$ cat src/rtl/mpq_pkg.sv
// Shared types, constants and pointer helpers for the multi-policy ready queue.
package mpq_pkg;

   localparam int QUEUE_DEPTH = 128;
   localparam int TIME_BITS   = 16;
   localparam int ID_BITS     = 7;
   localparam int PTR_W       = $clog2(QUEUE_DEPTH);
   localparam int CNT_W       = $clog2(QUEUE_DEPTH + 1);

   localparam logic [TIME_BITS-1:0] DEFAULT_QUANTUM = TIME_BITS'(500);

   typedef enum logic [1:0] {
      POL_FIFO = 2'd0,
      POL_RR   = 2'd1,
      POL_SJF  = 2'd2,
      POL_PSJF = 2'd3
   } policy_type;

   typedef enum logic {
      MODE_INSERT   = 1'b0,
      MODE_DISPATCH = 1'b1
   } mode_type;

   typedef enum logic {
      CSR_POLICY  = 1'b0,
      CSR_QUANTUM = 1'b1
   } csr_index_type;

   typedef enum logic [2:0] {
      ST_IDLE,
      ST_DECODE,
      ST_RR_CMP,
      ST_RR_SWAP,
      ST_SJF_CMP,
      ST_SJF_PLACE,
      ST_DSP_EXE,
      ST_FINISH
   } state_type;

   // one queue entry, id in the lowest bits
   typedef struct packed {
      logic [TIME_BITS-1:0] remaining;
      logic [TIME_BITS-1:0] arrival;
      logic [ID_BITS-1:0]   id;
   } entry_type;

   localparam int ENTRY_W    = $bits(entry_type);
   localparam int REQ_DATA_W = ((ENTRY_W + 7) / 8) * 8;

   // one result word, served_id in the lowest bits
   typedef struct packed {
      logic [CNT_W-1:0]     occupancy;
      logic                 overflow;
      logic                 was_empty;
      logic                 task_done;
      logic [TIME_BITS-1:0] grant_length;
      logic [ID_BITS-1:0]   served_id;
   } rsp_type;

   localparam int RSP_W      = $bits(rsp_type);
   localparam int RSP_DATA_W = ((RSP_W + 7) / 8) * 8;

   typedef struct packed {
      logic             en;
      logic [PTR_W-1:0] addr;
      entry_type        data;
   } mem_wr_type;

   typedef struct packed {
      logic [TIME_BITS-1:0] diff;
      logic                 borrow;
      logic                 equal;
   } alu_res_type;

   function automatic logic [PTR_W-1:0] ptr_inc(input logic [PTR_W-1:0] p);
      logic [PTR_W-1:0] r;
      if (p == PTR_W'(QUEUE_DEPTH - 1)) r = '0;
      else r = PTR_W'(p + PTR_W'(1));
      return r;
   endfunction

   function automatic logic [PTR_W-1:0] ptr_dec(input logic [PTR_W-1:0] p);
      logic [PTR_W-1:0] r;
      if (p == '0) r = PTR_W'(QUEUE_DEPTH - 1);
      else r = PTR_W'(p - PTR_W'(1));
      return r;
   endfunction

   // physical slot of a logical position, position never above the depth
   function automatic logic [PTR_W-1:0] ptr_add(input logic [PTR_W-1:0] p,
                                                input logic [CNT_W-1:0] c);
      logic [CNT_W:0] sum;
      sum = (CNT_W+1)'(p) + (CNT_W+1)'(c);
      if (sum >= (CNT_W+1)'(QUEUE_DEPTH)) sum = sum - (CNT_W+1)'(QUEUE_DEPTH);
      return sum[PTR_W-1:0];
   endfunction

endpackage

$ cat src/rtl/mpq_store.sv
// Entry memory of the ready queue: one write port, one registered read port.
module mpq_store
   import mpq_pkg::*;
(
   input  logic             clock,
   input  mem_wr_type       wr,
   input  logic [PTR_W-1:0] rd_addr,
   output entry_type        rd_data
);

   entry_type mem [QUEUE_DEPTH];
   entry_type rd_data_ff;

   // write one entry
   always_ff @(posedge clock) begin
      if (wr.en) begin
         mem[wr.addr] <= wr.data;
      end
   end

   // read one entry every cycle
   always_ff @(posedge clock) begin
      rd_data_ff <= mem[rd_addr];
   end

   assign rd_data = rd_data_ff;

endmodule

$ cat config.mk
export PLATFORM = sky130hd
export DESIGN_NAME = mpq_store
export DESIGN_NICKNAME = d
export VERILOG_FILES = /design/src/rtl/mpq_pkg.sv /design/src/rtl/mpq_store.sv
export SDC_FILE = /design/constraint.sdc
export NUM_CORES = 2
export LEC_CHECK = 0
export BUFFER_PORTS_ARGS = -buffer_cell sky130_fd_sc_hd__buf_2
export CAP_MARGIN = 30
export CORE_MARGIN = 3
export CORE_UTILIZATION = 30
export CTS_BUF_LIST = sky130_fd_sc_hd__clkbuf_4
export CTS_CLUSTER_SIZE = 40
export DETAILED_ROUTE_END_ITERATION = 10
export PLACE_DENSITY = 0.47
export SYNTH_ARGS = -nofsm -noshare
export SYNTH_HDL_FRONTEND = slang
export SYNTH_MEMORY_MAX_BITS = 65536
export SYNTH_SLANG_ARGS = --single-unit
$ cat constraint.sdc
create_clock -name clock -period 14.9 [get_ports clock]
set_clock_uncertainty 0.05 [all_clocks]
set_input_delay 3.725 -clock clock [delete_from_list [all_inputs] [get_ports clock]]
set_output_delay 3.725 -clock clock [all_outputs]
set_load 0.01 [all_outputs]
== Word-level counts from Yosys, hierarchy flattened ==
Memory sizes are Yosys's and may differ from the RTL's. A register that Yosys moved wholly into a read port is not among the register bits.
Cells that the tools add are included.

* Bits in registers: 0
* RAM bits: 4,992
* Input port bits: 55
* Memories kept: 1

* Muxes and demuxes: 2

{| class="wikitable"
|+ Memories
! name !! words !! bits a word !! rd ports !! clocked after Yosys merged registers in !! wr ports !! line !! RTL
|-
| mem || 128 || 39 || 1 || 1 || 1 || mpq_store.sv:11 || <nowiki>entry_type mem [QUEUE_DEPTH];</nowiki>
|}

{| class="wikitable"
|+ Operator list
! cell !! count
|-
| 2-to-1 mux 1 bit || 2
|}

== Depth between registers and ports, before layout ==
* Depth after elaboration: 2
* Gate-level depth with buffers: 8
* Gate-level depth less buffers: 4

== Worst setup path after synthesis ==
OpenSTA, ideal clock, no wires.

* Path type: input -> register
* Start: input wr[46] (netlist bit)
* End: memory mem[98][0] (netlist bit), enable pin
* Library setup time: 484 ps
* Arrival: 6,972 ps
* Slack: 7,394 ps
* Stages: 3
* Cells stage by stage: clkbuf_1 nand4_1 nor3_1

* Longest elaborated chain between the ends: 2

{| class="wikitable"
|+ RTL lines
! item !! line !! RTL
|-
| start: declaration || mpq_store.sv:6 || <nowiki>input mem_wr_type wr,</nowiki>
|-
| 2-to-1 mux 1 bit || mpq_store.sv:16 || <nowiki>if (wr.en) begin</nowiki>
|-
| 2-to-1 mux 1 bit (not written as such) || mpq_store.sv:17 || <nowiki>mem[wr.addr] <= wr.data;</nowiki>
|-
| end: declaration || mpq_store.sv:11 ||
|}

Every way passes these cells.

==> results by group <==
Status
  • Status: complete, no violations

Floorplan
  • Rows: 291
  • Initial Util: 0.302
  • CORE AREA: 630000 µm²
  • Area of the die: 644000 µm²
  • Die span in x: 802 µm
  • Chip height: 802 µm
  • I/O pins: 94

CTS
  • PostCTS Resize Cnt: 0
  • Clk Latency, worst-skew pair: 1.81 ns
  • CTS clk-pin slew, worst paths: 0.07 ns
  • Number of buffers created by CTS: 1359
  • Post CTS Setup Buffer Count: 0
  • Htree depth: 7
  • CTS tree: done
  • Hold-fix buffers at CTS: 0
  • CTS max path bufs: 5
  • Root Buffer: clkbuf_4
  • CTS sink cnt: 5031

Routing
  • TritonRoute pass-1 iters: 5
  • DRC: 0
  • First DRT Iteration DRCs: 12000
  • Routed WL per cell: 33.5 µm
  • Via density: 5.18
  • DRT Wirelength: 599 mm
  • Vias after detailed routing: 92700
  • Post-DRT Antenna Nets: 0

Power
  • Tot Pwr: 28.8 mW
  • Peak VDD IR: 0.0000865 V
  • Pwr dens: 131 nW/µm²
  • Leak pwr: 67.7 nW

Timing
  • Setup tns final: 0 ns
  • Fin. max-slew vios: 0
  • Hold Vio Cnt, Final: 0
  • Final setup viols: 0
  • Min Clock Period, post-route: 6.82 ns
  • Final worst slack: 8.08 ns
  • F_max: 147 MHz
  • Worst slew pin tran: 1.14 ns
  • Period utilization: 0.458
  • RSZ-0062 raised after global routing: false
  • Worst slew margin relative to its limit: 0.239

Global route
  • GR Util met2: 0.290
  • GRT busiest layer: met2
  • Total grt overflow: 0
  • Vias in the first global route: 95900
  • Total track usage: 0.185
  • GR met3 Demand/Resource: 0.0442
  • Met1 usage: 0.259
  • First-pass GRT wire length: 812 mm
  • Initial antenna violation count: 116
  • Largest net degree at the start of global routing: 148

Worst setup path
  • Critical path type: in2reg
  • Reg-to-reg endpoint: rd_data[10]
  • WP data arrival: 8.42 ns
  • R2r startpoint: mem[23][10]
  • CP Data Required Time: 16.50 ns
  • Worst R2R Path Depth: 4
  • Crit end category: register
  • Crit path launch type: input port
  • Crit-path max FO: 147
  • R2r setup slk: 11.91 ns

Min path
  • Worst hold path class: reg2reg
  • Min-delay src: mem[118][13]
  • Hold Path Cell Cnt: 4
  • Min-Delay Endpoint: rd_data[13]

Synthesis
  • Mapped Area: 190000 µm²
  • Avg Cell Area, Syn: 26.2 µm²
  • Synth Net Count: 7316
  • Register area share after synthesis: 0.792
  • Synth Instances: 7261
  • Yosys cell types: 17
  • Yosys Warn Count: 0
  • #FFs+latches synth: 5031

Place
  • Dpl ws: 6.24 ns
  • PortBufs: 93
  • GPL Wtd Cong: 0.755
  • Dpl hpwl: 327 mm

Cells and area
  • P&R area growth vs syn: 15.5%
  • Most common cell after layout, fill and taps aside: edfxtp_1
  • Commonest cells after routing, fill and taps aside: 4992 x edfxtp_1, 1919 x clkbuf_4, 1638 x mux4_2
  • Layout cells sized above 1: 0.442
  • Nets@finish: 8683

Flow run
  • Max Cap Violations: 0
==> stage by stage <==
step | hold slack [ns] | util | cells | cell area, µm²
after CTS | 1.08 | 0.348 | 17800 | 219000
after global routing | 1.10 | 0.349 | 17900 | 220000
after floorplan | 1.02 | - | 7261 | 190000
after global placement | 1.08 | 0.322 | 15600 | 203000
final | 1.06 | 0.349 | 17900 | 220000
after detailed placement | 1.08 | 0.323 | 15600 | 204000
==> final cells by class <==
type,instances,area [µm²]
diodes,87,218
clock inverters,268,1280
fillers,58200,410000
flip-flops and latches,5031,151000
clock buffers,1919,14400
multi-input cells,1847,39000
repair buffers,389,3850
well taps,8350,10400
==> report_power, final <==
part	leakage (nW)	internal, mW	switching (mW)
Sequential	45.2	15.6	0.0564
Combinational	13.0	0.578	1.03
Clock	9.48	6.01	5.53
Total	67.7	22.2	6.61
==> registers in the layout, indices dropped and copies added (netlist names) <==
name,count
rd_data,39
mem,4992
==> worst max-delay path, stage by stage <==
cell and delay (ns):
buf_12 0.55, buf_12 0.59, buf_12 0.69, mux4_2 0.44, mux4_2 0.63, mux4_2 0.74, mux2_2 0.37
==> worst max-delay path by stage <==
stage	slack [ns]	endpoint	start	cells after the start
after detailed placement	6.24	rd_data[28]	rd_addr[0]	7
after CTS	7.81	rd_data[2]	rd_data[2]	1
after global placement	6.20	rd_data[5]	rd_addr[0]	7
after global routing	7.91	rd_data[0]	rd_data[0]	1
after floorplan	7.39	mem[98][0]	wr[46]	3
final	8.08	rd_data[5]	rd_addr[2]	7
==> per-layer routing <==
layer / part of all wire / vias up
met3: 0.078 / 804
li1: - / 35700
met1: 0.43 / 51900
met2: 0.48 / 4381
met4: 0.018 / 34
met5: 0.00038 / -
==> synth_stat cells <==
| library cell | n | area share |
|---|---|---|
| nand2b_1 | 2 | 0.000066 |
| buf_1 | 47 | 0.00093 |
| nor2_1 | 122 | 0.0024 |
| nor2b_1 | 7 | 0.00023 |
| nand3_1 | 12 | 0.00032 |
| mux4_2 | 1638 | 0.19 |
| edfxtp_1 | 4992 | 0.79 |
| nand2_1 | 14 | 0.00028 |
| buf_6 | 3 | 0.00018 |
| buf_4 | 1 | 0.000039 |
| nand4_1 | 3 | 0.000099 |
| buf_2 | 97 | 0.0026 |
| mux2_2 | 39 | 0.0023 |
| nor3_1 | 9 | 0.00024 |
| or3_1 | 1 | 0.000033 |
| dfxtp_1 | 39 | 0.0041 |
| clkbuf_1 | 235 | 0.0046 |
==> cells by family (layout without fill, tap and decap cells) <==
logic type	Yosys count	in the layout	synth area share
buffers and inverters	383	2576	0.00833
flip-flops	5031	5031	0.792
multiplexers	1677	1677	0.196
other	0	87	0
AND/OR/NAND/NOR	170	170	0.00366
(Power assumes the default switching activity.)
