$ cat src/rtl/mpq_pkg.sv
// Shared types, constants and pointer helpers for the multi-policy ready queue.
package mpq_pkg;

   localparam int QUEUE_DEPTH = 128;
   localparam int TIME_BITS   = 16;
   localparam int ID_BITS     = 7;
   localparam int PTR_W       = $clog2(QUEUE_DEPTH);
   localparam int CNT_W       = $clog2(QUEUE_DEPTH + 1);

   localparam logic [TIME_BITS-1:0] DEFAULT_QUANTUM = TIME_BITS'(500);

   typedef enum logic [1:0] {
      POL_FIFO = 2'd0,
      POL_RR   = 2'd1,
      POL_SJF  = 2'd2,
      POL_PSJF = 2'd3
   } policy_type;

   typedef enum logic {
      MODE_INSERT   = 1'b0,
      MODE_DISPATCH = 1'b1
   } mode_type;

   typedef enum logic {
      CSR_POLICY  = 1'b0,
      CSR_QUANTUM = 1'b1
   } csr_index_type;

   typedef enum logic [2:0] {
      ST_IDLE,
      ST_DECODE,
      ST_RR_CMP,
      ST_RR_SWAP,
      ST_SJF_CMP,
      ST_SJF_PLACE,
      ST_DSP_EXE,
      ST_FINISH
   } state_type;

   // one queue entry, id in the lowest bits
   typedef struct packed {
      logic [TIME_BITS-1:0] remaining;
      logic [TIME_BITS-1:0] arrival;
      logic [ID_BITS-1:0]   id;
   } entry_type;

   localparam int ENTRY_W    = $bits(entry_type);
   localparam int REQ_DATA_W = ((ENTRY_W + 7) / 8) * 8;

   // one result word, served_id in the lowest bits
   typedef struct packed {
      logic [CNT_W-1:0]     occupancy;
      logic                 overflow;
      logic                 was_empty;
      logic                 task_done;
      logic [TIME_BITS-1:0] grant_length;
      logic [ID_BITS-1:0]   served_id;
   } rsp_type;

   localparam int RSP_W      = $bits(rsp_type);
   localparam int RSP_DATA_W = ((RSP_W + 7) / 8) * 8;

   typedef struct packed {
      logic             en;
      logic [PTR_W-1:0] addr;
      entry_type        data;
   } mem_wr_type;

   typedef struct packed {
      logic [TIME_BITS-1:0] diff;
      logic                 borrow;
      logic                 equal;
   } alu_res_type;

   function automatic logic [PTR_W-1:0] ptr_inc(input logic [PTR_W-1:0] p);
      logic [PTR_W-1:0] r;
      if (p == PTR_W'(QUEUE_DEPTH - 1)) r = '0;
      else r = PTR_W'(p + PTR_W'(1));
      return r;
   endfunction

   function automatic logic [PTR_W-1:0] ptr_dec(input logic [PTR_W-1:0] p);
      logic [PTR_W-1:0] r;
      if (p == '0) r = PTR_W'(QUEUE_DEPTH - 1);
      else r = PTR_W'(p - PTR_W'(1));
      return r;
   endfunction

   // physical slot of a logical position, position never above the depth
   function automatic logic [PTR_W-1:0] ptr_add(input logic [PTR_W-1:0] p,
                                                input logic [CNT_W-1:0] c);
      logic [CNT_W:0] sum;
      sum = (CNT_W+1)'(p) + (CNT_W+1)'(c);
      if (sum >= (CNT_W+1)'(QUEUE_DEPTH)) sum = sum - (CNT_W+1)'(QUEUE_DEPTH);
      return sum[PTR_W-1:0];
   endfunction

endpackage

$ cat src/rtl/mpq_alu.sv
// Shared subtract and compare unit for all time comparisons of the queue.
module mpq_alu
   import mpq_pkg::*;
(
   input  logic [TIME_BITS-1:0] op_a,
   input  logic [TIME_BITS-1:0] op_b,
   output alu_res_type          res
);

   logic [TIME_BITS:0] wide_diff;

   // subtract with borrow out
   assign wide_diff  = {1'b0, op_a} - {1'b0, op_b};
   assign res.diff   = wide_diff[TIME_BITS-1:0];
   assign res.borrow = wide_diff[TIME_BITS];
   assign res.equal  = (wide_diff[TIME_BITS-1:0] == '0);

endmodule

$ cat config.mk
export PLATFORM = sky130hd
export DESIGN_NAME = mpq_alu
export DESIGN_NICKNAME = d
export VERILOG_FILES = /design/src/rtl/mpq_pkg.sv /design/src/rtl/mpq_alu.sv
export SDC_FILE = /design/constraint.sdc
export NUM_CORES = 1
export LEC_CHECK = 0
export ABC_CLOCK_PERIOD_IN_PS = 4200
export BUFFER_PORTS_ARGS = -buffer_cell sky130_fd_sc_hd__buf_2
export CAP_MARGIN = 25
export CORE_ASPECT_RATIO = 1.25
export CORE_MARGIN = 2
export CORE_UTILIZATION = 50
export DETAILED_ROUTE_END_ITERATION = 6
export GPL_TIMING_DRIVEN = 0
export PLACE_DENSITY = 0.9
export SLEW_MARGIN = 5
export SYNTH_ARGS = -nofsm -noshare
export SYNTH_HDL_FRONTEND = slang
export SYNTH_SLANG_ARGS = --single-unit
$ cat constraint.sdc
create_clock -name vclk -period 4.2
set_input_delay 0.42 -clock vclk [all_inputs]
set_output_delay 0.42 -clock vclk [all_outputs]
set_load 0.05 [all_outputs]
### After elaboration in Yosys (flattened, before gate mapping)

Index checks and enable logic that the tools add are counted.

* bits of input ports: 32
* output and inout bits: 18
* bits in registers: 0
* logic and storage cells: 2

* reductions and logical operators: 1
* add/sub/neg operators: 1

Operators by type and width (number)
* 16-bit by 16-bit subtractor with 17-bit output: 1
* 16-bit zero test: 1

### Logic depth before layout (Yosys ltp)

Gate-level depths: netlist of the first run.

* depth after elaboration: 2
* mapped depth: 11
* mapped depth without buffers: 11

### Least setup slack after synthesis of the first run

OpenSTA, ideal clock, no wires.

* path type: input -> output
* from: input op_a[0]
* to: output res[0] (netlist name)
* slack: 0.186 ns
* data required time: 3.780 ns
* buffers on the path: 0
* arrival time: 3.594 ns
* stages on the path: 11
* cell sequence: inv_1 > ha_1 > fa_1 > nor2b_4 > o2111ai_2 > nand3b_1 > xor2_1 > or4_4 > a2111oi_4 > nand4bb_1 > nor4_2

RTL lines
* start, declared: line mpq_alu.sv:5 `input logic [TIME_BITS-1:0] op_a,`
* end, declared: line mpq_alu.sv:7 `output alu_res_type res`

==> results of run 1 <==
## critical path: stages
cell and delay [ns]:
buf_2 0.07, inv_1 0.03, ha_1 0.21, fa_1 0.45, nor2b_4 0.15, o2111ai_2 0.15, nand3b_1 0.14, xor2_1 0.09
or4_4 0.55, a2111oi_4 0.22, nand4bb_1 0.16, nor4_2 0.14, buf_2 0.29
## worst paths after layout
kind,to,from,cells after the start
hold / removal,res[2],op_b[0],4
setup / recovery,res[0],op_a[0],13
## synthesized netlist by cell type, types with 2 or more instances
library cell  instances
nor3_1                2
inv_1                22
xor2_1                3
o31a_1                2
xnor2_1               9
a21oi_1              12
o21bai_1              2
nor2_1               11
and2_1                3
o21a_1                5
nand2_1               5
o21ai_0               2
ha_1                 16
a31oi_1               3
## power breakdown
group / switching [mW] / total (mW) / internal, mW
registers: 0 / 0 / 0
clock network: 0 / 0 / 0
logic: 0.211 / 0.302 / 0.0908
total: 0.211 / 0.302 / 0.0908
## cells by family after synthesis
kind of cell | Yosys count | share of synthesized area
AND/OR/NAND/NOR | 31 | 0.205
AO/OA/AOI/OAI | 36 | 0.319
XOR/XNOR | 12 | 0.123
buffers and inverters | 22 | 0.0965
adder cells (fa/ha/maj) | 17 | 0.257
## area by class of cell
class                      instances  area [sq um]
multi-input combinational         96           773
fill                             125           453
tap                               18          22.5
timing repair buffer              50           250
inverter                          22          82.6
## layer usage
layer | routed length, um | up-vias | track usage | share of wire
met5 | 0 | - | 0 | 0
met4 | 21 | 0 | 0.0111 | 0.0099
met3 | 107 | 4 | 0.00442 | 0.050
met2 | 1160 | 41 | 0.438 | 0.55
met1 | 832 | 458 | 0.205 | 0.39
li1 | - | 520 | - | -
## metrics by stage
stage,hold slack (ns),std cells
after floorplan,1.13,118
after global placement,1.26,186
after detailed placement,1.28,186
after CTS,1.28,186
after global routing,1.29,186
final,1.27,186
## cells in the final DEF, fill, tap and decap left out, types with 2 or more instances in the layout
cell | synthesis | final
nor2_1 | 11 | 11
a31oi_1 | 3 | 3
buf_2 | 0 | 50
o21a_1 | 5 | 5
ha_1 | 16 | 16
inv_1 | 22 | 22
a21oi_1 | 12 | 12
nor3_1 | 2 | 2
nand2_1 | 5 | 5
xnor2_1 | 9 | 9
xor2_1 | 3 | 3
o21ai_0 | 2 | 2
o31a_1 | 2 | 2
and2_1 | 3 | 3
o21bai_1 | 2 | 2
==> results by group, run 1 <==
Die
  – Core Footprint: 1580 sq um
  – Die height: 50.3 um
  – Initial Util: 0.541
  – Die area: 2060 sq um
  – Die width: 41.0 um
  – Site Rows: 16
  – # IOs: 50

Cells and area
  – FF/Latch Area: 0 sq um
  – Final Core Density: 0.714
  – Ant diodes: 0
  – FFs & Latches: 0
  – Share of layout cells above drive strength 1: 0.345
  – Area Overhead vs Synth: 31.9%
  – Number of clock-tree buffers in the layout: 0
  – Design area: around 1100 sq um
  – Nets: between 200 and 250

Timing
  – Final setup fails: 0
  – Tmin final: 3.51 ns
  – RSZ-0062 raised after global routing: no
  – Final Max Slew Viols: 0
  – Final Hold Viols: 0
  – Max_slew headroom: 0.732
  – Final period utilization: 0.835
  – Setup TNS: 0 ns
  – Setup WS post-layout: 0.694 ns
  – Fmax: 285 MHz
  – Slew of the pin with the lowest slew margin: 0.400 ns

Power and ir drop
  – LEAKAGE: 0.613 nW
  – Total power: 0.302 mW
  – Maximum vdd ir drop: 176 uV
  – PwrDens: 268 nW/um^2

Logic synthesis
  – Netlist cell types: 35
  – Syn avg cell area: 7.25 sq um
  – Post-synth top area cell: ha_1
  – Syn nets: around 170
  – Share of the synthesized area in the top cell type: 0.234
  – Register area share after synthesis: 0
  – Synth top area cells: ha_1 23%, inv_1 9.6%, xnor2_1 9.2%
  – Syn. warnings: 0
  – Mapped Cells: 118
  – Mapped Area: ~860 sq um

Clocking
  – Post-CTS resize count: 0
  – Setup repair bufs after CTS: 0
  – Hold buffer count at cts: 0

Place
  – Place WS: 0.710 ns
  – RD Place Congestion: 0.768
  – Cell Area, Placed: 1130 sq um
  – DP HPWL: ~1900 um
  – PortBufs: 50

Detailed routing
  – Routed vias: between 1k and 1.5k
  – Initial DRC count: 22
  – DR WL/cell: 11.4 um
  – Drt via density: between 5 and 6
  – Routed Antenna Nets: 0
  – DRT Wirelength: ~2100 um
  – DR pass1 iterations: 4
  – Residual DRC count: 0

Global route
  – Initial antenna violation count: 0
  – Global route overflow: 0
  – GR Util All Layers: 0.208
  – Largest net degree at the start of global routing: 7
  – Global-route wire length before repair: 3230 um
  – Number of global-route vias before repair: 896

Worst hold path
  – Worst hold path type: primary input to output port

Setup path
  – CP Max Fanout: 3
  – Startpoint types: primary input
  – Critical Path AT: 3.09 ns
  – CP Data Required Time: 3.78 ns
  – Setup CP Type: primary input to output port
  – CP Capture Type: output port

Run status
  – Status: finished, final reports clean

Flow run
  – Max Cap Viol: 0
No activity file was read; power rests on OpenSTA's default activity.
==> run 2: changes to the inputs <==
--- a/config.mk
+++ b/config.mk
@@ -5,15 +5,15 @@
 export SDC_FILE = /design/constraint.sdc
 export NUM_CORES = 1
 export LEC_CHECK = 0
-export ABC_CLOCK_PERIOD_IN_PS = 4200
+export ABC_CLOCK_PERIOD_IN_PS = 3200
 export BUFFER_PORTS_ARGS = -buffer_cell sky130_fd_sc_hd__buf_2
 export CAP_MARGIN = 25
 export CORE_ASPECT_RATIO = 1.25
 export CORE_MARGIN = 2
-export CORE_UTILIZATION = 50
+export CORE_UTILIZATION = 42
 export DETAILED_ROUTE_END_ITERATION = 6
 export GPL_TIMING_DRIVEN = 0
-export PLACE_DENSITY = 0.9
+export PLACE_DENSITY = 0.81
 export SLEW_MARGIN = 5
 export SYNTH_ARGS = -nofsm -noshare
 export SYNTH_HDL_FRONTEND = slang
==> constraint.sdc (replaced) <==
create_clock -name vclk -period 3.2
set_input_delay 0.32 -clock vclk [all_inputs]
set_output_delay 0.32 -clock vclk [all_outputs]
set_load 0.05 [all_outputs]
==> run 2 against run 1 <==
Effect of this change: the run now ends with negative setup slack left; setup slack worse by 0.74 ns; wire length is 2.7% higher; combinational power is 44% higher; worst hold slack worse by 0.20 ns; non-clock buffer count is 4 higher; flip-flop and latch count stayed put; critical path depth stayed put; global-route usage is 2.0 points lower; cell area is 14% higher; final cell count is 3.2% higher; core utilization is 5.7 points lower; critical endpoint unchanged; highest routed layer is now met3.
==> results by group, run 2 (synthesis results as in run 1) <==
Power and ir drop
  – Total power: 0.435 mW (+44%)
  – PwrDens: 337 nW/um^2 (+26%)
  – LEAKAGE: 0.660 nW (+7.6%)
  – Maximum vdd ir drop: 282 uV (+60%)

Detailed routing
  – DR pass1 iterations: 4 (unchanged)
  – DRT Wirelength: 2180 um (+2.7%)
  – Initial DRC count: 7 (-68%)
  – Routed Antenna Nets: 0 (unchanged)
  – DR WL/cell: 11.4 um (-0.53%)
  – Routed vias: 1009 (-1.4%)
  – Drt via density: 5.26 (-4.5%)
  – Residual DRC count: 0 (unchanged)

Cells and area
  – Ant diodes: 0 (unchanged)
  – Final Core Density: 0.657 (-0.0565)
  – Share of layout cells above drive strength 1: 0.430 (+0.0850)
  – Nets: 223 (+1.8%)
  – Most common cell after layout, fill and taps aside: buf_2
  – Number of clock-tree buffers in the layout: 0 (unchanged)
  – Most frequent cells in the layout: 46 x buf_2, 21 x inv_1, 13 x ha_1, 11 x a21oi_1, 10 x nor2_1
  – FFs & Latches: 0 (unchanged)
  – FF/Latch Area: 0 sq um (unchanged)
  – Area Overhead vs Synth: 50.4%

Place
  – PortBufs: 50 (unchanged)
  – RD Place Congestion: 0.797 (+3.8%)
  – DP HPWL: 1850 um (-2.4%)

Worst hold path
  – Worst hold path type: primary input to output port

Setup path
  – Critical Path AT: 2.93 ns (-0.16 ns)
  – CP Max Fanout: 2 (-1)
  – CP Capture Type: output port
  – Setup CP Type: primary input to output port
  – CP Data Required Time: 2.88 ns (-0.90 ns)
  – Startpoint types: primary input

Die
  – Site Rows: 18 (+2)
  – # IOs: 50 (unchanged)
  – Die area: 2420 sq um (+17%)
  – Core Footprint: 1960 sq um (+24%)
  – Die width: 44.4 um (+8.2%)
  – Initial Util: 0.437 (-0.104)
  – Die height: 54.5 um (+8.4%)

Global route
  – Global-route wire length before repair: 3590 um (+11%)
  – Global route overflow: 0 (unchanged)
  – GR Util All Layers: 0.188 (-0.0195)
  – Number of global-route vias before repair: 904 (+0.89%)
  – Largest net degree at the start of global routing: 7 (unchanged)
  – Initial antenna violation count: 0 (unchanged)

Timing
  – RSZ-0062 raised after global routing: yes
  – Final period utilization: 1.01
  – Final Max Slew Viols: 0 (unchanged)
  – Final setup fails: 1 (+1)
  – Tmin final: roughly 3.2 ns
  – Setup WS post-layout: -0.0473 ns (-0.741 ns)
  – Final Hold Viols: 0 (unchanged)
  – Max_slew headroom: 0.742 (+0.0107)
  – Fmax: 308 MHz
  – Slew of the pin with the lowest slew margin: 0.382 ns (-0.0180 ns)

Run status
  – Failing checks: negative setup slack
  – Status: finished, violations left

Flow run
  – Max Cap Viol: 0 (unchanged)

Clocking
  – Hold buffer count at cts: 0 (unchanged)
## run 2: cell count changes in the layout (fill, tap and decap cells not counted), sizes merged
cell	delta
buf	+3
clkbuf	+1
## run 2: timing repair
action	4_1_cts	5_1_grt
endpoints found under the hold margin	0	0
setup endpoints to repair	1	2
pin swaps	9	10
resized for setup	11	7
buffers inserted	2	2
## run 2: routing by layer
layer	global-route usage	part of all wire	wire length, um	up-vias
li1	-	-	-	525
met1	0.203	0.37	811	455
met2	0.414	0.58	1260	29
met3	0.00660	0.053	116	0
met4	0	0	0	0
met5	0	0	0	-
## run 2: area by class of cell
cell class	instances	area [sq um]
Multi-Input combinational cell	96	872
Fill cell	166	672
Timing Repair Buffer	54	305
Inverter	22	85.1
Tap cell	20	25.0
## run 2: where the power goes
part | internal, mW | leakage (nW) | total [mW] | switching, mW
combinational | 0.143 | 0.660 | 0.435 | 0.292
clock | 0 | 0 | 0 | 0
sequential | 0 | 0 | 0 | 0
total | 0.143 | 0.660 | 0.435 | 0.292
## run 2: worst max-delay path: stages
cell	delay [ns]
buf_6	0.10
ha_4	0.15
fa_2	0.37
nor2b_4	0.17
buf_6	0.11
o21a_1	0.11
nor2_2	0.05
xnor2_2	0.14
or4_4	0.55
a2111oi_4	0.21
nand4bb_1	0.20
nor4_4	0.26
buf_6	0.19
## run 2: through the flow
stage	hold slack, ns	TNS (ns)	cell area, sq um	std cells	setup slack, ns
floorplan	0.927	-0.278	901	118	-0.278
global placement	1.06	-0.265	1180	188	-0.265
detailed placement	1.08	-0.292	1180	188	-0.292
CTS	1.07	-0.0944	1240	190	-0.0944
global route	1.09	-0.188	1290	192	-0.188
finish	1.07	-0.0473	1290	192	-0.0473
## run 2: path summary, 6_finish.rpt
path | from | endpoint | slack, ns | cells after the start
setup / recovery | op_b[0] | res[0] | -0.05 | 13
hold / removal | op_b[0] | res[2] | 1.07 | 4
==> run 3: changes to the inputs <==
--- a/config.mk
+++ b/config.mk
@@ -8,12 +8,14 @@
 export ABC_CLOCK_PERIOD_IN_PS = 3200
 export BUFFER_PORTS_ARGS = -buffer_cell sky130_fd_sc_hd__buf_2
 export CAP_MARGIN = 25
+export CELL_PAD_IN_SITES_DETAIL_PLACEMENT = 2
+export CELL_PAD_IN_SITES_GLOBAL_PLACEMENT = 2
 export CORE_ASPECT_RATIO = 1.25
-export CORE_MARGIN = 2
-export CORE_UTILIZATION = 42
+export CORE_MARGIN = 5
+export CORE_UTILIZATION = 21
 export DETAILED_ROUTE_END_ITERATION = 6
 export GPL_TIMING_DRIVEN = 0
-export PLACE_DENSITY = 0.81
+export PLACE_DENSITY_LB_ADDON = 0.1
 export SLEW_MARGIN = 5
 export SYNTH_ARGS = -nofsm -noshare
 export SYNTH_HDL_FRONTEND = slang
==> run 3 against run 2 <==
Effect of this change: the flow still finishes with violations (negative setup slack); core utilization down 33 points; fmax down 3.6%; via count up 3.3%; cell area up 2.0%; final cell count up 19%; die area up 130%; non-clock buffer count up 1; flip-flop and latch count unchanged; first-iteration DRC count up 43%; wire length up 44%; setup slack worse by 0.12 ns; sequential share of layout area unchanged; largest cell class unchanged.
==> results by group, run 3 (synthesis results as in run 1) <==
Timing
  – Final period utilization: 1.05 (+0.0383)
  – Final Hold Viols: 0 (unchanged)
  – Hold slack: 1.08 ns (+0.00729 ns)
  – Tmin final: 3.37 ns (+0.122 ns)
  – Max_slew headroom: 0.753 (+0.0104)
  – Setup TNS: -0.170 ns (-0.122 ns)
  – RSZ-0062 raised after global routing: yes
  – Final setup fails: 1 (unchanged)
  – Final Max Slew Viols: 0 (unchanged)
  – Fmax: 297 MHz (-3.6%)
  – Setup WS post-layout: -0.170 ns (-0.122 ns)
  – Slew of the pin with the lowest slew margin: 0.368 ns (-0.0134 ns)

Cells and area
  – Area Overhead vs Synth: 53.5%
  – FFs & Latches: 0 (unchanged)
  – Cell Count, Final, Fillers Out: 229 (+19%)
  – Design area: 1310 sq um (+2.0%)
  – Final Core Density: 0.326 (-0.331)
  – Most common cell after layout, fill and taps aside: buf_2
  – Fillers: 523 (+220%)
  – Number of clock-tree buffers in the layout: 0 (unchanged)
  – Most frequent cells in the layout: 46 x buf_2, 21 x inv_1, 15 x ha_1, 12 x a21oi_1, 11 x nor2_1
  – Share of layout cells above drive strength 1: 0.399 (-0.0314)
  – Area of the multi-input gates: 842 sq um (-3.4%)
  – Ant diodes: 0 (unchanged)
  – Nets: 224 (+0.45%)
  – FF/Latch Area: 0 sq um (unchanged)

Place
  – Place WS: -0.389 ns (-0.0978 ns)
  – Cell Area, Placed: 1220 sq um (+3.8%)
  – Placed cell count: 224 (+19%)
  – DP HPWL: 2800 um (+51%)
  – PortBufs: 50 (unchanged)
  – RD Place Congestion: 0.757 (-5.1%)

Detailed routing
  – Residual DRC count: 0 (unchanged)
  – Drt via density: 4.55 (-13%)
  – Initial DRC count: 10 (+3)
  – Routed Antenna Nets: 0 (unchanged)
  – DR WL/cell: 13.7 um (+20%)
  – DRT Wirelength: 3130 um (+44%)
  – Routed vias: 1042 (+3.3%)
  – DR pass1 iterations: 4 (unchanged)

Setup path
  – Critical path launch point: op_a[0]
  – Cell mode on critical path: buf_6
  – Startpoint types: primary input
  – Worst-path cell chain: buf_6, inv_4, ha_4, fa_2, buf_6, xnor2_2, or3_1, or4_4, a2111oi_4, nand4bb_1, nor4_4, buf_6
  – Critical Path AT: 3.05 ns (+0.12 ns)
  – Slowest CP cell: or4_4
  – CP Max Fanout: 2 (unchanged)
  – CP Data Required Time: 2.88 ns (about the same)
  – Largest stage delay on the critical path: 0.56 ns (about the same)
  – Setup CP Type: primary input to output port
  – Delay-heaviest family, CP: simple AND/OR/NAND/NOR gates
  – WP buf/inv: 4 (+1)
  – CP Capture Type: output port
  – Worst path depth: 12 (-1)

Global route
  – GR Util All Layers: 0.119 (-0.0693)
  – Initial antenna violation count: 0 (unchanged)
  – Global-route wire length before repair: 5310 um (+48%)
  – Global route overflow: 0 (unchanged)
  – Number of global-route vias before repair: 1153 (+28%)
  – Largest net degree at the start of global routing: 7 (unchanged)

Die
  – # IOs: 50 (unchanged)
  – Core Footprint: 4030 sq um (+110%)
  – Site Rows: 26 (+8)
  – Die width: 67.1 um (+51%)
  – Die height: 81.4 um (+49%)
  – Die area: 5460 sq um (+130%)
  – Initial Util: 0.212 (-0.225)

Power and ir drop
  – Total power: 0.437 mW (+0.56%)
  – PwrDens: 333 nW/um^2 (-1.4%)
  – LEAKAGE: 0.660 nW (about the same)
  – Maximum vdd ir drop: 160 uV (-43%)

Worst hold path
  – Worst hold path type: primary input to output port
  – Depth of the worst hold-timing path: 4 (unchanged)
  – Worst Min Path Start: op_b[0]

Flow run
  – Max Cap Viol: 0 (unchanged)

Run status
  – Status: finished, violations left
  – Failing checks: negative setup slack
## run 3: cell types whose count changed in the layout (fill, tap and decap cells not counted), sizes merged
cell and delta:
buf +1
## run 3: tightest hold or removal path, stage by stage
cell	delay [ns]
buf_6	0.08
ha_4	0.11
inv_1	0.04
buf_2	0.21
## run 3: per-layer routing
layer	GRT usage	wire length, um
met1	0.124	1130
met4	0	0
met2	0.260	1830
met3	0.00968	178
met5	0	0
## run 3: where the power goes
| part | internal [mW] | switching, mW |
|---|---|---|
| sequential | 0 | 0 |
| combinational | 0.139 | 0.298 |
| clock | 0 | 0 |
| total | 0.139 | 0.298 |
## run 3: area by class of cell
type | count | share of cell area
inverters | 22 | 0.0648
multi-input cells | 96 | 0.641
well taps | 56 | 0.0533
repair buffers | 55 | 0.241
## run 3: worst paths after layout
kind              endpoint  slack, ns
setup / recovery    res[0]      -0.17
hold / removal      res[2]       1.08
## run 3: repair_timing
action,in CTS,in global routing
hold buffers,0,0
pin swaps,10,5
endpoints found under the setup margin,1,3
setup buffers,5,0
gates resized for setup,9,4
