## config.mk

```make
export PLATFORM = sky130hd
export DESIGN_NAME = mpq_ctrl
export DESIGN_NICKNAME = d
export VERILOG_FILES = /design/src/rtl/mpq_pkg.sv /design/src/rtl/mpq_ctrl.sv
export SDC_FILE = /design/constraint.sdc
export NUM_CORES = 1
export LEC_CHECK = 0
export BUFFER_PORTS_ARGS = -buffer_cell sky130_fd_sc_hd__buf_4
export CORE_ASPECT_RATIO = 2
export CORE_MARGIN = 2
export CORE_UTILIZATION = 40
export CTS_CLUSTER_DIAMETER = 50
export DETAILED_ROUTE_END_ITERATION = 10
export GPL_ROUTABILITY_DRIVEN = 0
export MAX_ROUTING_LAYER = met4
export PLACE_DENSITY = 0.71
export SLEW_MARGIN = 5
export SYNTH_ARGS = -nofsm -noshare
export SYNTH_HDL_FRONTEND = slang
export SYNTH_SLANG_ARGS = --single-unit
```

## constraint.sdc

```tcl
create_clock -name clock -period 8.51 [get_ports clock]
set_input_delay 1.2765 -clock clock [delete_from_list [all_inputs] [get_ports clock]]
set_output_delay 1.2765 -clock clock [all_outputs]
set_load 0.005 [all_outputs]
```

## src/rtl/mpq_pkg.sv

```systemverilog
// Shared types, constants and pointer helpers for the multi-policy ready queue.
package mpq_pkg;

   localparam int QUEUE_DEPTH = 128;
   localparam int TIME_BITS   = 16;
   localparam int ID_BITS     = 7;
   localparam int PTR_W       = $clog2(QUEUE_DEPTH);
   localparam int CNT_W       = $clog2(QUEUE_DEPTH + 1);

   localparam logic [TIME_BITS-1:0] DEFAULT_QUANTUM = TIME_BITS'(500);

   typedef enum logic [1:0] {
      POL_FIFO = 2'd0,
      POL_RR   = 2'd1,
      POL_SJF  = 2'd2,
      POL_PSJF = 2'd3
   } policy_type;

   typedef enum logic {
      MODE_INSERT   = 1'b0,
      MODE_DISPATCH = 1'b1
   } mode_type;

   typedef enum logic {
      CSR_POLICY  = 1'b0,
      CSR_QUANTUM = 1'b1
   } csr_index_type;

   typedef enum logic [2:0] {
      ST_IDLE,
      ST_DECODE,
      ST_RR_CMP,
      ST_RR_SWAP,
      ST_SJF_CMP,
      ST_SJF_PLACE,
      ST_DSP_EXE,
      ST_FINISH
   } state_type;

   // one queue entry, id in the lowest bits
   typedef struct packed {
      logic [TIME_BITS-1:0] remaining;
      logic [TIME_BITS-1:0] arrival;
      logic [ID_BITS-1:0]   id;
   } entry_type;

   localparam int ENTRY_W    = $bits(entry_type);
   localparam int REQ_DATA_W = ((ENTRY_W + 7) / 8) * 8;

   // one result word, served_id in the lowest bits
   typedef struct packed {
      logic [CNT_W-1:0]     occupancy;
      logic                 overflow;
      logic                 was_empty;
      logic                 task_done;
      logic [TIME_BITS-1:0] grant_length;
      logic [ID_BITS-1:0]   served_id;
   } rsp_type;

   localparam int RSP_W      = $bits(rsp_type);
   localparam int RSP_DATA_W = ((RSP_W + 7) / 8) * 8;

   typedef struct packed {
      logic             en;
      logic [PTR_W-1:0] addr;
      entry_type        data;
   } mem_wr_type;

   typedef struct packed {
      logic [TIME_BITS-1:0] diff;
      logic                 borrow;
      logic                 equal;
   } alu_res_type;

   function automatic logic [PTR_W-1:0] ptr_inc(input logic [PTR_W-1:0] p);
      logic [PTR_W-1:0] r;
      if (p == PTR_W'(QUEUE_DEPTH - 1)) r = '0;
      else r = PTR_W'(p + PTR_W'(1));
      return r;
   endfunction

   function automatic logic [PTR_W-1:0] ptr_dec(input logic [PTR_W-1:0] p);
      logic [PTR_W-1:0] r;
      if (p == '0) r = PTR_W'(QUEUE_DEPTH - 1);
      else r = PTR_W'(p - PTR_W'(1));
      return r;
   endfunction

   // physical slot of a logical position, position never above the depth
   function automatic logic [PTR_W-1:0] ptr_add(input logic [PTR_W-1:0] p,
                                                input logic [CNT_W-1:0] c);
      logic [CNT_W:0] sum;
      sum = (CNT_W+1)'(p) + (CNT_W+1)'(c);
      if (sum >= (CNT_W+1)'(QUEUE_DEPTH)) sum = sum - (CNT_W+1)'(QUEUE_DEPTH);
      return sum[PTR_W-1:0];
   endfunction

endpackage

```

## src/rtl/mpq_ctrl.sv

```systemverilog
// Sequencer of the ready queue: head and count, insert, sorted shift and dispatch steps.
module mpq_ctrl
   import mpq_pkg::*;
(
   input  logic                 clock,
   input  logic                 reset,
   input  logic                 item_valid,
   output logic                 item_ready,
   input  mode_type             item_mode,
   input  entry_type            item_entry,
   input  policy_type           policy,
   input  logic [TIME_BITS-1:0] quantum,
   output logic                 res_valid,
   input  logic                 res_ready,
   output rsp_type              res,
   output mem_wr_type           mem_wr,
   output logic [PTR_W-1:0]     mem_rd_addr,
   input  entry_type            mem_rd_data,
   output logic [TIME_BITS-1:0] alu_a,
   output logic [TIME_BITS-1:0] alu_b,
   input  alu_res_type          alu_res
);

   state_type        state_ff, state_in;
   logic [PTR_W-1:0] head_ff, head_in;
   logic [CNT_W-1:0] count_ff, count_in;
   logic [PTR_W-1:0] slot_ff, slot_in;
   logic [CNT_W-1:0] steps_ff, steps_in;
   mode_type         mode_ff, mode_in;
   entry_type        item_ff, item_in;
   rsp_type          result_ff, result_in;

   logic [PTR_W-1:0] tail;
   logic [PTR_W-1:0] slot_prev;
   logic             full;
   entry_type        rot_entry;

   assign tail      = ptr_add(head_ff, count_ff);
   assign slot_prev = ptr_dec(slot_ff);
   assign full      = (count_ff == CNT_W'(QUEUE_DEPTH));

   // control registers
   always_ff @(posedge clock) begin
      if (reset) begin
         state_ff <= ST_IDLE;
         head_ff  <= '0;
         count_ff <= '0;
      end else begin
         state_ff <= state_in;
         head_ff  <= head_in;
         count_ff <= count_in;
      end
   end

   // payload registers
   always_ff @(posedge clock) begin
      slot_ff   <= slot_in;
      steps_ff  <= steps_in;
      mode_ff   <= mode_in;
      item_ff   <= item_in;
      result_ff <= result_in;
   end

   // next state, memory and unit controls
   always_comb begin
      state_in    = state_ff;
      head_in     = head_ff;
      count_in    = count_ff;
      slot_in     = slot_ff;
      steps_in    = steps_ff;
      mode_in     = mode_ff;
      item_in     = item_ff;
      result_in   = result_ff;
      mem_wr      = '0;
      mem_rd_addr = head_ff;
      alu_a       = mem_rd_data.remaining;
      alu_b       = TIME_BITS'(1);
      item_ready  = 1'b0;
      res_valid   = 1'b0;
      rot_entry   = mem_rd_data;

      case (state_ff)
         ST_IDLE: begin
            item_ready = 1'b1;
            if (item_valid) begin
               mode_in  = item_mode;
               item_in  = item_entry;
               state_in = ST_DECODE;
            end
         end

         ST_DECODE: begin
            result_in = '0;
            if (mode_ff == MODE_INSERT) begin
               if (full) begin
                  result_in.overflow = 1'b1;
                  state_in           = ST_FINISH;
               end else if (policy == POL_FIFO || count_ff == '0) begin
                  // append at the tail
                  mem_wr.en   = 1'b1;
                  mem_wr.addr = tail;
                  mem_wr.data = item_ff;
                  count_in    = CNT_W'(count_ff + CNT_W'(1));
                  state_in    = ST_FINISH;
               end else begin
                  // fetch the entry ahead of the new tail
                  mem_rd_addr = ptr_dec(tail);
                  slot_in     = tail;
                  steps_in    = count_ff;
                  count_in    = CNT_W'(count_ff + CNT_W'(1));
                  state_in    = (policy == POL_RR) ? ST_RR_CMP : ST_SJF_CMP;
               end
            end else begin
               if (count_ff == '0) begin
                  result_in.was_empty = 1'b1;
                  state_in            = ST_FINISH;
               end else begin
                  mem_rd_addr = head_ff;
                  state_in    = ST_DSP_EXE;
               end
            end
         end

         ST_RR_CMP: begin
            alu_a       = item_ff.arrival;
            alu_b       = mem_rd_data.arrival;
            mem_wr.en   = 1'b1;
            mem_wr.addr = slot_ff;
            if (alu_res.equal) begin
               mem_wr.data = item_ff;
               state_in    = ST_FINISH;
            end else begin
               // swap: old tail moves back, new task goes ahead of it
               mem_wr.data = mem_rd_data;
               slot_in     = slot_prev;
               state_in    = ST_RR_SWAP;
            end
         end

         ST_RR_SWAP, ST_SJF_PLACE: begin
            mem_wr.en   = 1'b1;
            mem_wr.addr = slot_ff;
            mem_wr.data = item_ff;
            state_in    = ST_FINISH;
         end

         ST_SJF_CMP: begin
            alu_a       = item_ff.remaining;
            alu_b       = mem_rd_data.remaining;
            mem_wr.en   = 1'b1;
            mem_wr.addr = slot_ff;
            if (alu_res.borrow) begin
               // shift the longer entry back one slot, fetch the next one
               mem_wr.data = mem_rd_data;
               slot_in     = slot_prev;
               steps_in    = CNT_W'(steps_ff - CNT_W'(1));
               mem_rd_addr = ptr_dec(slot_prev);
               if (steps_ff == CNT_W'(1)) begin
                  state_in = ST_SJF_PLACE;
               end
            end else begin
               mem_wr.data = item_ff;
               state_in    = ST_FINISH;
            end
         end

         ST_DSP_EXE: begin
            alu_a                = mem_rd_data.remaining;
            alu_b                = (policy == POL_RR) ? quantum : TIME_BITS'(1);
            rot_entry.remaining  = alu_res.diff;
            result_in.served_id  = mem_rd_data.id;
            result_in.grant_length = mem_rd_data.remaining;
            result_in.task_done  = 1'b1;
            state_in             = ST_FINISH;
            case (policy)
               POL_RR: begin
                  if (!alu_res.borrow && !alu_res.equal) begin
                     // rotate the reduced head to the tail
                     result_in.grant_length = quantum;
                     result_in.task_done    = 1'b0;
                     mem_wr.en              = 1'b1;
                     mem_wr.addr            = tail;
                     mem_wr.data            = rot_entry;
                     head_in                = ptr_inc(head_ff);
                  end else begin
                     head_in  = ptr_inc(head_ff);
                     count_in = CNT_W'(count_ff - CNT_W'(1));
                  end
               end
               POL_PSJF: begin
                  if (!alu_res.borrow && !alu_res.equal) begin
                     // run one unit, keep the head in place
                     result_in.grant_length = TIME_BITS'(1);
                     result_in.task_done    = 1'b0;
                     mem_wr.en              = 1'b1;
                     mem_wr.addr            = head_ff;
                     mem_wr.data            = rot_entry;
                  end else begin
                     head_in  = ptr_inc(head_ff);
                     count_in = CNT_W'(count_ff - CNT_W'(1));
                  end
               end
               default: begin
                  head_in  = ptr_inc(head_ff);
                  count_in = CNT_W'(count_ff - CNT_W'(1));
               end
            endcase
         end

         ST_FINISH: begin
            res_valid = 1'b1;
            if (res_ready) begin
               state_in = ST_IDLE;
            end
         end

         default: begin
            state_in = ST_IDLE;
         end
      endcase
   end

   // result word with the final count
   always_comb begin
      res           = result_ff;
      res.occupancy = count_ff;
   end

`ifndef NO_ASSERTIONS
   a_count_bound: assert property (@(posedge clock) disable iff (reset)
      count_ff <= CNT_W'(QUEUE_DEPTH))
      else $error("queue count above depth");

   a_one_word: assert property (@(posedge clock) disable iff (reset)
      (item_valid && item_ready) |=> !item_ready)
      else $error("second word taken while one is in work");

   a_idle_count: assert property (@(posedge clock) disable iff (reset)
      (state_ff == ST_IDLE) |=> $stable(count_ff))
      else $error("count moved while idle");

   a_overflow_full: assert property (@(posedge clock) disable iff (reset)
      (res_valid && res.overflow) |-> (count_ff == CNT_W'(QUEUE_DEPTH)))
      else $error("overflow reported on a queue that is not full");

   a_no_idle_write: assert property (@(posedge clock) disable iff (reset)
      mem_wr.en |-> (state_ff != ST_IDLE && state_ff != ST_FINISH))
      else $error("memory written outside an item");
`endif

endmodule
```

# Word-level counts from Yosys, hierarchy flattened
# Cells that the tools add are included.
dict set report totals {
  ff_bits 99
  in_bits 119
  out_inout_bits 122
  elab_cells 127
}
dict set report op_classes {
  n_addsub 9
  magnitude_cmp 1
  n_eq_ne 22
  n_mux 59
  reduce_logical 22
}
# op count
set op_table {}
lappend op_table {{$mux 47} 5}
lappend op_table {{$pmux 47 s5} 1}
lappend op_table {{$mux 7} 16}
lappend op_table {{$pmux 47 s2} 1}
lappend op_table {{$mux 39} 2}
lappend op_table {{$mux 8} 8}
lappend op_table {{$pmux 16 s3} 1}
lappend op_table {{$pmux 24 s2} 1}
lappend op_table {{$mux 17} 2}
lappend op_table {{$pmux 17 s2} 1}
lappend op_table {{$pmux 16 s2} 1}
lappend op_table {{$pmux 8 s2} 2}
lappend op_table {{$sub 7x1->7 const B} 4}
lappend op_table {{$mux 3} 9}
lappend op_table {{$logic_not 7->1} 3}
lappend op_table {{$pmux 7 s3} 1}
lappend op_table {{$pmux 3 s6} 1}
lappend op_table {{$mux 16} 1}
lappend op_table {{$ne 2x2->1 const B} 8}
lappend op_table {{$sub 8x1->8 const B} 2}
lappend op_table {{$pmux 7 s2} 1}
lappend op_table {{$eq 3x3->1 const B} 4}
lappend op_table {{$add 7x8->9} 1}
lappend op_table {{$ge 9x8->1 const B} 1}
lappend op_table {{26 further kinds} 36}

# Logic depth before layout (Yosys ltp)
# Gate-level depths: netlist of the first run.
dict set report logic_depth {
  depth_word 9
  depth_mapped 11
  ltp_nobuf 9
}

# Least setup slack after synthesis of the first run
# No wires, ideal clock.
dict set report synth_path {
  path_kind {in2out}
  from {input port alu_res[1] (netlist name)}
  to {output port mem_wr[23] (netlist name)}
  arrival_time_ps 2649
  required_ps 7234
  slack_ps 4584
  cell_stages 7
  n_path_buf 3
  path_cell_list {buf_2 -> or3b_1 -> buf_2 -> nor2_4 -> clkbuf_1 -> a22o_1 -> a21o_1}
}
# item line
set synth_lines {}
lappend synth_lines {{from (decl)} mpq_ctrl.sv:21} ;# input alu_res_type alu_res
lappend synth_lines {{to (decl)} mpq_ctrl.sv:16} ;# output mem_wr_type mem_wr,

==> results.yml, run 1 <==
clock_network:
  clock-sinks: 99
  cts_root_buf: "clkbuf_16"
  htreeDepth: 3
  cts_resized: 0
  numCtsBuffers: 9
  cts_hold_buffers: 0
  post_cts.repair.setup_buffers: 0
  cts_tree: "yes"
  clk_latency_ps: 360
  clock_path_buffers: 2
  cts.clk_slew.worst_paths_ps: 70
logic_synthesis:
  yosysSeqAreaShare_pct: 43.3
  synth_most_common_cell: "edfxtp_1"
  syn_area_um2: 6440
  synth_cell_types: 71
  synth_edf_count: 81
  yosysTopAreaCellShare_pct: 37.7
  ys_seq_elements: 99
  synth.largest_area_cell: "edfxtp_1"
  async_reset_ff_share_pct: 0
  synthFlopType: "edfxtp_1"
  syn_nets: 805
  synthCells: 665
  ys_top_cells_by_area: "edfxtp_1 38%, dfxtp_1 5.6%, a22o_1 5.3%"
  synth_common_cells: "81 x edfxtp_1, 71 x nand2_1, 50 x nor2_1, 42 x a21oi_1, 39 x a22o_1"
  syn-mean-instance-area_um2: 9.69
  ys_warn_count: 0
worst_setup_path:
  worstPathRequired_ps: 7230
  crit_path_start_kind: "input port"
  arrival_ps: 3690
  reg2reg_slack_ps: 4920
  r2r_cells: 9
  r2r-start: "state_ff[2]"
  crit_start: "alu_res[1]"
  cp-end-kind: "output port"
  crit_end: "mem_wr[40]"
  r2r-end: "count_ff[7]"
  worstSetupPathType: "input port to output port"
  worst-path-max-fanout: 19
sta:
  skew_ps: 10.9
  slew_viol_final: 0
  max_freq_mhz: 201
  slew-limit-headroom_pct: 25.0
  rsz0062_at_grt: "false"
  hold_violations: 0
  fin_crit_sh_pct: 58.4
  setup_viol: 0
  finalCriticalPeriod_ps: 4970
  setup_tns_ps: 0
  tightest_slew_ps: 1110
route:
  num_vias: 6356
  routed_wl_um: 23800
  antenna_left: 0
  drtIter0Drc: 395
  avgViaCountPerCell: 5.82
  wl_per_cell_um: 21.8
  post-route-drc-count: 0
  drt_pass1_iterations: 6
global_routing:
  grt_first_pass_wirelength_um: 35000
  grt_pass1_vias: 6113
  grt-ovfl-total: 0
  track_usage_pct: 27.9
  antenna_found_initial: 2
  grt_max_degree: 43
power:
  p_clk_share_pct: 15.8
  power.internal_uw: 1680
  power.total_uw: 2790
  p_sw_uw: 1110
  seqPwrFrac_pct: 29.9
  combPwrFrac_pct: 54.3
  ir_drop_mv: 0.190
  switching_share_pct: 39.7
  p_leak_uw: 0.00390
  powerDensity_nw_per_um2: 321
die:
  dieHeight_um: 183
  die_w_um: 93.7
  core_area_um2: 15800
  die_area_um2: 17200
  start_util_pct: 40.8
  io_pins: 241
  rows: 65
place:
  hpwl_um: 18000
  port-buffer-count: 240
run:
  maxCapViolations: 0
hold_path:
  hold_class: "flip-flop to flip-flop"
status:
  run_status: "finished, final reports clean"
final_layout:
  drive_gt1_share_pct: 32.4
  fin_nets: 1024
  area.growth.synth_to_final_pct: 35.0
[final cells by class]
class | count | area [um2]
multi-input cells | 490 | 3340
repair buffers | 248 | 1860
diodes | 2 | 5.00
inverters | 36 | 135
clock buffers | 11 | 233
fillers | 1466 | 7080
well taps | 201 | 251
flip-flops and latches | 99 | 2790
clock inverters | 5 | 77.6
[power groups by stage]
stage | sequential [uW] | combinational [uW] | clock [uW]
3_5_place_dp | 845 | 1510 | 0
3_3_place_gp | 842 | 1500 | 0
5_1_grt | 851 | 1650 | 466
2_1_floorplan | 776 | 869 | 0
6_report | 835 | 1520 | 441
4_1_cts | 835 | 1520 | 447
[cell usage in the layout (no fill, tap or decap), types with 16 or more instances in the layout]
cell type  instances
xnor2_1           16
edfxtp_1          81
nand2_1           71
buf_4            248
ha_1              19
o21ai_0           29
a21oi_1           42
a22o_1            39
inv_1             36
a21o_1            17
nand3b_1          17
dfxtp_1           18
a22oi_1           25
nor2_1            48
[worst min path at each step]
stage           startpoint           to  slack [ps]  cells past startpoint
2_1_floorplan  count_ff[7]  count_ff[7]         510                      2
3_3_place_gp   count_ff[7]  count_ff[7]         560                      2
3_5_place_dp   count_ff[7]  count_ff[7]         570                      2
4_1_cts        count_ff[7]  count_ff[7]         580                      2
5_1_grt        count_ff[7]  count_ff[7]         610                      2
6_report       count_ff[7]  count_ff[7]         580                      2
[state kept, by name, indices dropped and copies added, names as in the netlist]
signal,count
item_ff,39
res,26
count_ff,8
steps_ff,8
head_ff,7
slot_ff,7
state_ff,3
mode_ff,1
[metal layers]
metal	wire, um	up-vias	track usage (%)
met1	8300	3021	28.8
met2	12500	320	48.6
met4	1350	0	17.3
met3	1620	73	4.31
met5	0	-	-
li1	-	2942	-
[worst max-delay path, cell delays in order]
cell	delay (ps)
buf_4	150
or3b_1	700
nor2_4	600
and2_0	520
a22oi_1	120
o21ai_0	150
buf_4	160
[metrics by stage]
| step | setup slack, ps | area, um2 | instances | hold slack (ps) | utilization (%) |
|---|---|---|---|---|---|
| final | 3540 | 8700 | 1092 | 576 | 55.1 |
| after global routing | 3450 | 8700 | 1092 | 607 | 55.1 |
| after CTS | 3560 | 8700 | 1090 | 580 | 55.1 |
| after detailed placement | 3570 | 8390 | 1074 | 572 | 53.1 |
| after global placement | 3630 | 8390 | 1074 | 558 | 53.1 |
| after floorplan | 4580 | 6440 | 665 | 508 | - |
[kinds of logic (layout without fill, tap and decap cells)]
logic type / after synthesis / in the layout / synth area share (%)
other: 0 / 2 / 0
AND/OR/NAND/NOR: 227 / 227 / 18.9
adder cells (fa/ha/maj): 21 / 21 / 4.31
multiplexers: 5 / 5 / 0.777
flip-flops: 99 / 99 / 43.3
AO/OA/AOI/OAI: 209 / 209 / 23.8
XOR/XNOR: 28 / 28 / 3.81
buffers and inverters: 76 / 300 / 5.09
Note: power is estimated with default switching activity, not from simulation.
==> run 2: changes to the inputs <==
==> constraint.sdc (replaced) <==
create_clock -name clock -period 4.7 [get_ports clock]
set_input_delay 0.705 -clock clock [delete_from_list [all_inputs] [get_ports clock]]
set_output_delay 0.705 -clock clock [all_outputs]
set_load 0.005 [all_outputs]
==> run 2 against run 1 <==
Worst hold slack lost 46 ps. Register-to-register slack lost 3600 ps. Worst setup slack lost 2800 ps. Global-route usage shrank 0.12 points. Sequential power grew 81%. Critical path depth is the same.
==> results.yml, run 2 (synthesis gave the netlist of run 1 again) <==
final_layout:
  finalNonFillerCells: 1097
  regMostFlops: "item_ff"
  multi_input_area_um2: 3340
  largest_register_ffs: 39
  nFillCells: 1456
  drive_gt1_share_pct: 32.8
  stdcell_area_um2: 8690
  regArea_um2: 2790
  area.growth.synth_to_final_pct: 34.9
  final_cell_mix: "253 x buf_4, 81 x edfxtp_1, 71 x nand2_1"
  fin_nets: 1029
  layout_commonest_cell: "buf_4"
clock_network:
  cts_hold_buffers: 0
  htreeDepth: 3
  cts.clk_slew.worst_paths_ps: 70
  clk_latency_ps: 350
  clock_path_buffers: 2
  cts_root_buf: "clkbuf_16"
  post_cts.repair.setup_buffers: 0
  numCtsBuffers: 9
  cts_resized: 0
  clock-sinks: 99
  cts_tree: "yes"
power:
  power.total_uw: 4980
  powerDensity_nw_per_um2: 573
  ir_drop_mv: 0.328
  p_leak_uw: 0.00390
die:
  core_area_um2: 15800
  dieHeight_um: 183
  rows: 65
  io_pins: 241
  die_w_um: 93.7
  die_area_um2: 17200
  start_util_pct: 40.8
worst_setup_path:
  arrival_ps: 3220
  crit_chain: "nor3_1, and2_1, nor3_1, o21ai_2, a21boi_0, o21ai_0, buf_4"
  cp_slowest_stage_delay_ps: 940
  cp-end-kind: "output port"
  worstSetupPathType: "flip-flop to output port"
  critPathTopFamily: "compound AO/OA/AOI/OAI gates"
  crit_path_start_kind: "flip-flop"
  critPathSlowestCell: "a21boi_0"
  cp.buffers_inverters: 1
  worst-path-max-fanout: 8
  worstPathRequired_ps: 3990
  crit_top_cell: "nor3_1"
route:
  post-route-drc-count: 0
  drtIter0Drc: 441
  num_vias: 6384
  routed_wl_um: 23700
  avgViaCountPerCell: 5.82
  wl_per_cell_um: 21.6
  drt_pass1_iterations: 6
  antenna_left: 0
global_routing:
  grt_pass1_vias: 6198
  antenna_found_initial: 2
  grt_first_pass_wirelength_um: 35000
  grt-ovfl-total: 0
  grt_max_degree: 42
  track_usage_pct: 27.8
sta:
  hold_slack_ps: 530
  slew-limit-headroom_pct: 21.5
  setup_viol: 0
  max_freq_mhz: 255
  hold_violations: 0
  rsz0062_at_grt: "false"
  fin_crit_sh_pct: 83.6
  finalCriticalPeriod_ps: 3930
  setup_tns_ps: 0
  tightest_slew_ps: 1170
  slew_viol_final: 0
  skew_ps: 7.23
place:
  placedCellCount: 1079
  post_dp_cell_area_um2: 8420
  port-buffer-count: 240
  hpwl_um: 18000
status:
  run_status: "finished, final reports clean"
run:
  maxCapViolations: 0
hold_path:
  hold_class: "input port to flip-flop"
## run 2: final cells by class
type                    count  area share, %
clock inverters             5          0.346
repair buffers            253           21.9
diodes                      2         0.0576
flip-flops and latches     99           32.1
inverters                  36           1.55
multi-input cells         490           38.5
clock buffers              11           2.68
well taps                 201           2.89
## run 2: per-stage QoR
step	worst slack (ps)	util (%)
3_5_place_dp	1100	53.4
6_report	773	55.1
2_1_floorplan	1900	-
4_1_cts	832	55.1
3_3_place_gp	1140	53.4
5_1_grt	729	55.1
## run 2: final timing paths
check,start,to,slack (ps),depth (start not counted)
setup reg to reg,state_ff[2],count_ff[6],1360,9
setup / recovery,count_ff[1],mem_wr[41],770,7
hold reg to reg,count_ff[7],count_ff[7],570,2
hold / removal,item_mode,mode_ff,530,1
## run 2: where the power goes
part           leakage, uW  internal, uW  switching [uW]  total (uW)
combinational      0.00287          1320            1470        2790
sequential        0.000908          1280             228        1510
clock             0.000125           357             322         679
## run 2: layer usage
layer | part of all wire (%) | vias up | global-route usage, %
li1 | - | 2945 | -
met1 | 34 | 3020 | 28.2
met3 | 7.4 | 75 | 5.04
met5 | 0 | - | -
met4 | 5.5 | 0 | 16.1
met2 | 53 | 344 | 48.9
## run 2: worst register-to-register path: cells and delay by family, from the launching register on
family	cells	cell delay, ps
buffers and inverters	1	520
AO/OA/AOI/OAI	3	620
AND/OR/NAND/NOR	4	960
adder cells (fa/ha/maj)	1	390
flip-flops	1	800
==> run 3: changes to the inputs <==
--- a/config.mk
+++ b/config.mk
@@ -13,7 +13,7 @@
 export DETAILED_ROUTE_END_ITERATION = 10
 export GPL_ROUTABILITY_DRIVEN = 0
 export MAX_ROUTING_LAYER = met4
-export PLACE_DENSITY = 0.71
+export PLACE_DENSITY = 0.74
 export SLEW_MARGIN = 5
 export SYNTH_ARGS = -nofsm -noshare
 export SYNTH_HDL_FRONTEND = slang
==> constraint.sdc (replaced) <==
create_clock -name clock -period 3.35 [get_ports clock]
set_input_delay 0.5025 -clock clock [delete_from_list [all_inputs] [get_ports clock]]
set_output_delay 0.5025 -clock clock [all_outputs]
set_load 0.005 [all_outputs]
==> run 3 against run 2 <==
First-iteration DRC count is 23% higher. Global-route usage is 0.93 points higher. Total power is 46% higher. Flip-flop and latch count stayed put. Core utilization is 1.3 points higher. Sequential share of layout area is 0.66 points lower. Largest cell class unchanged. Via count is 2.8% higher. Final cell count is 1.3% higher.
==> results.yml, run 3 (synthesis gave the netlist of run 1 again) <==
route:
  wl_per_cell_um: 22.3
  routed_wl_um: 24800
  drtIter0Drc: 541
  avgViaCountPerCell: 5.90
  antenna_left: 0
  num_vias: 6560
  post-route-drc-count: 0
  drt_pass1_iterations: 6
final_layout:
  final_cell_mix: "266 x buf_4, 81 x edfxtp_1, 71 x nand2_1"
  fin_nets: 1044
  drive_gt1_share_pct: 35.4
  regArea_um2: 2800
  largest_register_ffs: 39
  regMostFlops: "item_ff"
  layout_commonest_cell: "buf_4"
  area.growth.synth_to_final_pct: 38.1
  stdcell_area_um2: 8900
  multi_input_area_um2: 3370
  nFillCells: 1410
sta:
  slew-limit-headroom_pct: 41.0
  rsz0062_at_grt: "false"
  fin_crit_sh_pct: 96.2
  skew_ps: 9.32
  max_freq_mhz: 310
  hold_violations: 0
  setup_viol: 0
  slew_viol_final: 0
  finalCriticalPeriod_ps: 3220
  setup_tns_ps: 0
  tightest_slew_ps: 876
run:
  maxCapViolations: 0
clock_network:
  cts.clk_slew.worst_paths_ps: 70
  cts_root_buf: "clkbuf_16"
  htreeDepth: 3
  clock_path_buffers: 2
  clk_latency_ps: 360
  clock-sinks: 99
  numCtsBuffers: 9
  cts_tree: "yes"
global_routing:
  grt_max_degree: 40
  antenna_found_initial: 1
  grt_pass1_vias: 6317
  met2_usage_pct: 49.4
  busiest_layer: "met2"
  grt-ovfl-total: 0
  grt_first_pass_wirelength_um: 36400
  met1_usage_pct: 30.0
  met3_usage_pct: 5.62
  track_usage_pct: 28.7
power:
  ir_drop_mv: 0.424
  p_leak_uw: 0.00400
  powerDensity_nw_per_um2: 819
die:
  die_area_um2: 17200
  core_area_um2: 15800
  start_util_pct: 40.8
  dieHeight_um: 183
  die_w_um: 93.7
  rows: 65
  io_pins: 241
status:
  run_status: "finished, final reports clean"
worst_setup_path:
  reg2reg_slack_ps: 380
  cp_slowest_stage_delay_ps: 400
  critPathSlowestCell: "a311o_1"
  crit_chain: "ha_1, inv_1, a311o_1, a211oi_4, nor4b_4, xor2_1, o221ai_2, buf_4"
  arrival_ps: 2720
  worstPathRequired_ps: 2850
  crit_path_start_kind: "flip-flop"
  worstSetupPathType: "flip-flop to output port"
  cp-end-kind: "output port"
  worst-path-max-fanout: 6
place:
  hpwl_um: 18600
  post_dp_cell_area_um2: 8530
  port-buffer-count: 240
hold_path:
  hold_class: "input port to flip-flop"
-- run 3: routing by layer --
| metal | routed length [um] | up-vias |
|---|---|---|
| li1 | - | 2984 |
| met2 | 12700 | 385 |
| met5 | 0 | - |
| met3 | 2300 | 87 |
| met1 | 8440 | 3104 |
| met4 | 1400 | 0 |
-- run 3: layout make-up --
class / instances / share of cell area [%]
Sequential cell: 99 / 31.5
Inverter: 36 / 1.52
Timing Repair Buffer: 268 / 22.9
Tap cell: 201 / 2.83
Antenna cell: 1 / 0.0281
Multi-Input combinational cell: 490 / 37.9
Clock inverter: 7 / 0.829
Clock buffer: 9 / 2.53
-- run 3: path summary, 6_finish.rpt --
kind,from,endpoint,cells past startpoint
worst max-delay path,count_ff[5],mem_rd_addr[6],8
worst max register to register,state_ff[1],count_ff[6],9
worst min register to register,count_ff[7],count_ff[7],2
worst min-delay path,item_mode,mode_ff,1
-- run 3: where the power goes --
group / internal (uW) / total (uW) / leakage, uW / switching (uW)
sequential: 1790 / 2080 / 0.000912 / 298
clock: 582 / 1060 / 0.000136 / 482
combinational: 1970 / 4140 / 0.00296 / 2170
-- run 3: critical path, delay by kind of cell, from the launching register on --
kind / cells / cell delay, ps
simple gates: 1 / 340
buf+inv: 2 / 250
fa+ha+maj: 1 / 370
flops: 1 / 370
xor+xnor: 1 / 210
compound gates: 3 / 820
-- run 3: repair_timing --
| item | CTS | global route |
|---|---|---|
| endpoints found under the setup margin | 4 | 12 |
| gates resized for setup | 5 | 11 |
| pin swaps | 1 | 3 |
| hold buffers | 0 | 0 |
| buffers inserted | 2 | 2 |
| endpoints found under the hold margin | 0 | 0 |
-- run 3: per-stage QoR --
stage	cells	setup slack [ps]	util (%)	hold WS (ps)	total power, uW
global route	1111	6.11	56.4	309	7700
CTS	1108	16.5	56.1	308	7240
floorplan	665	624	-	508	4180
detailed placement	1090	305	54.1	578	6150
finish	1111	129	56.4	321	7290
global placement	1090	395	54.1	573	6100
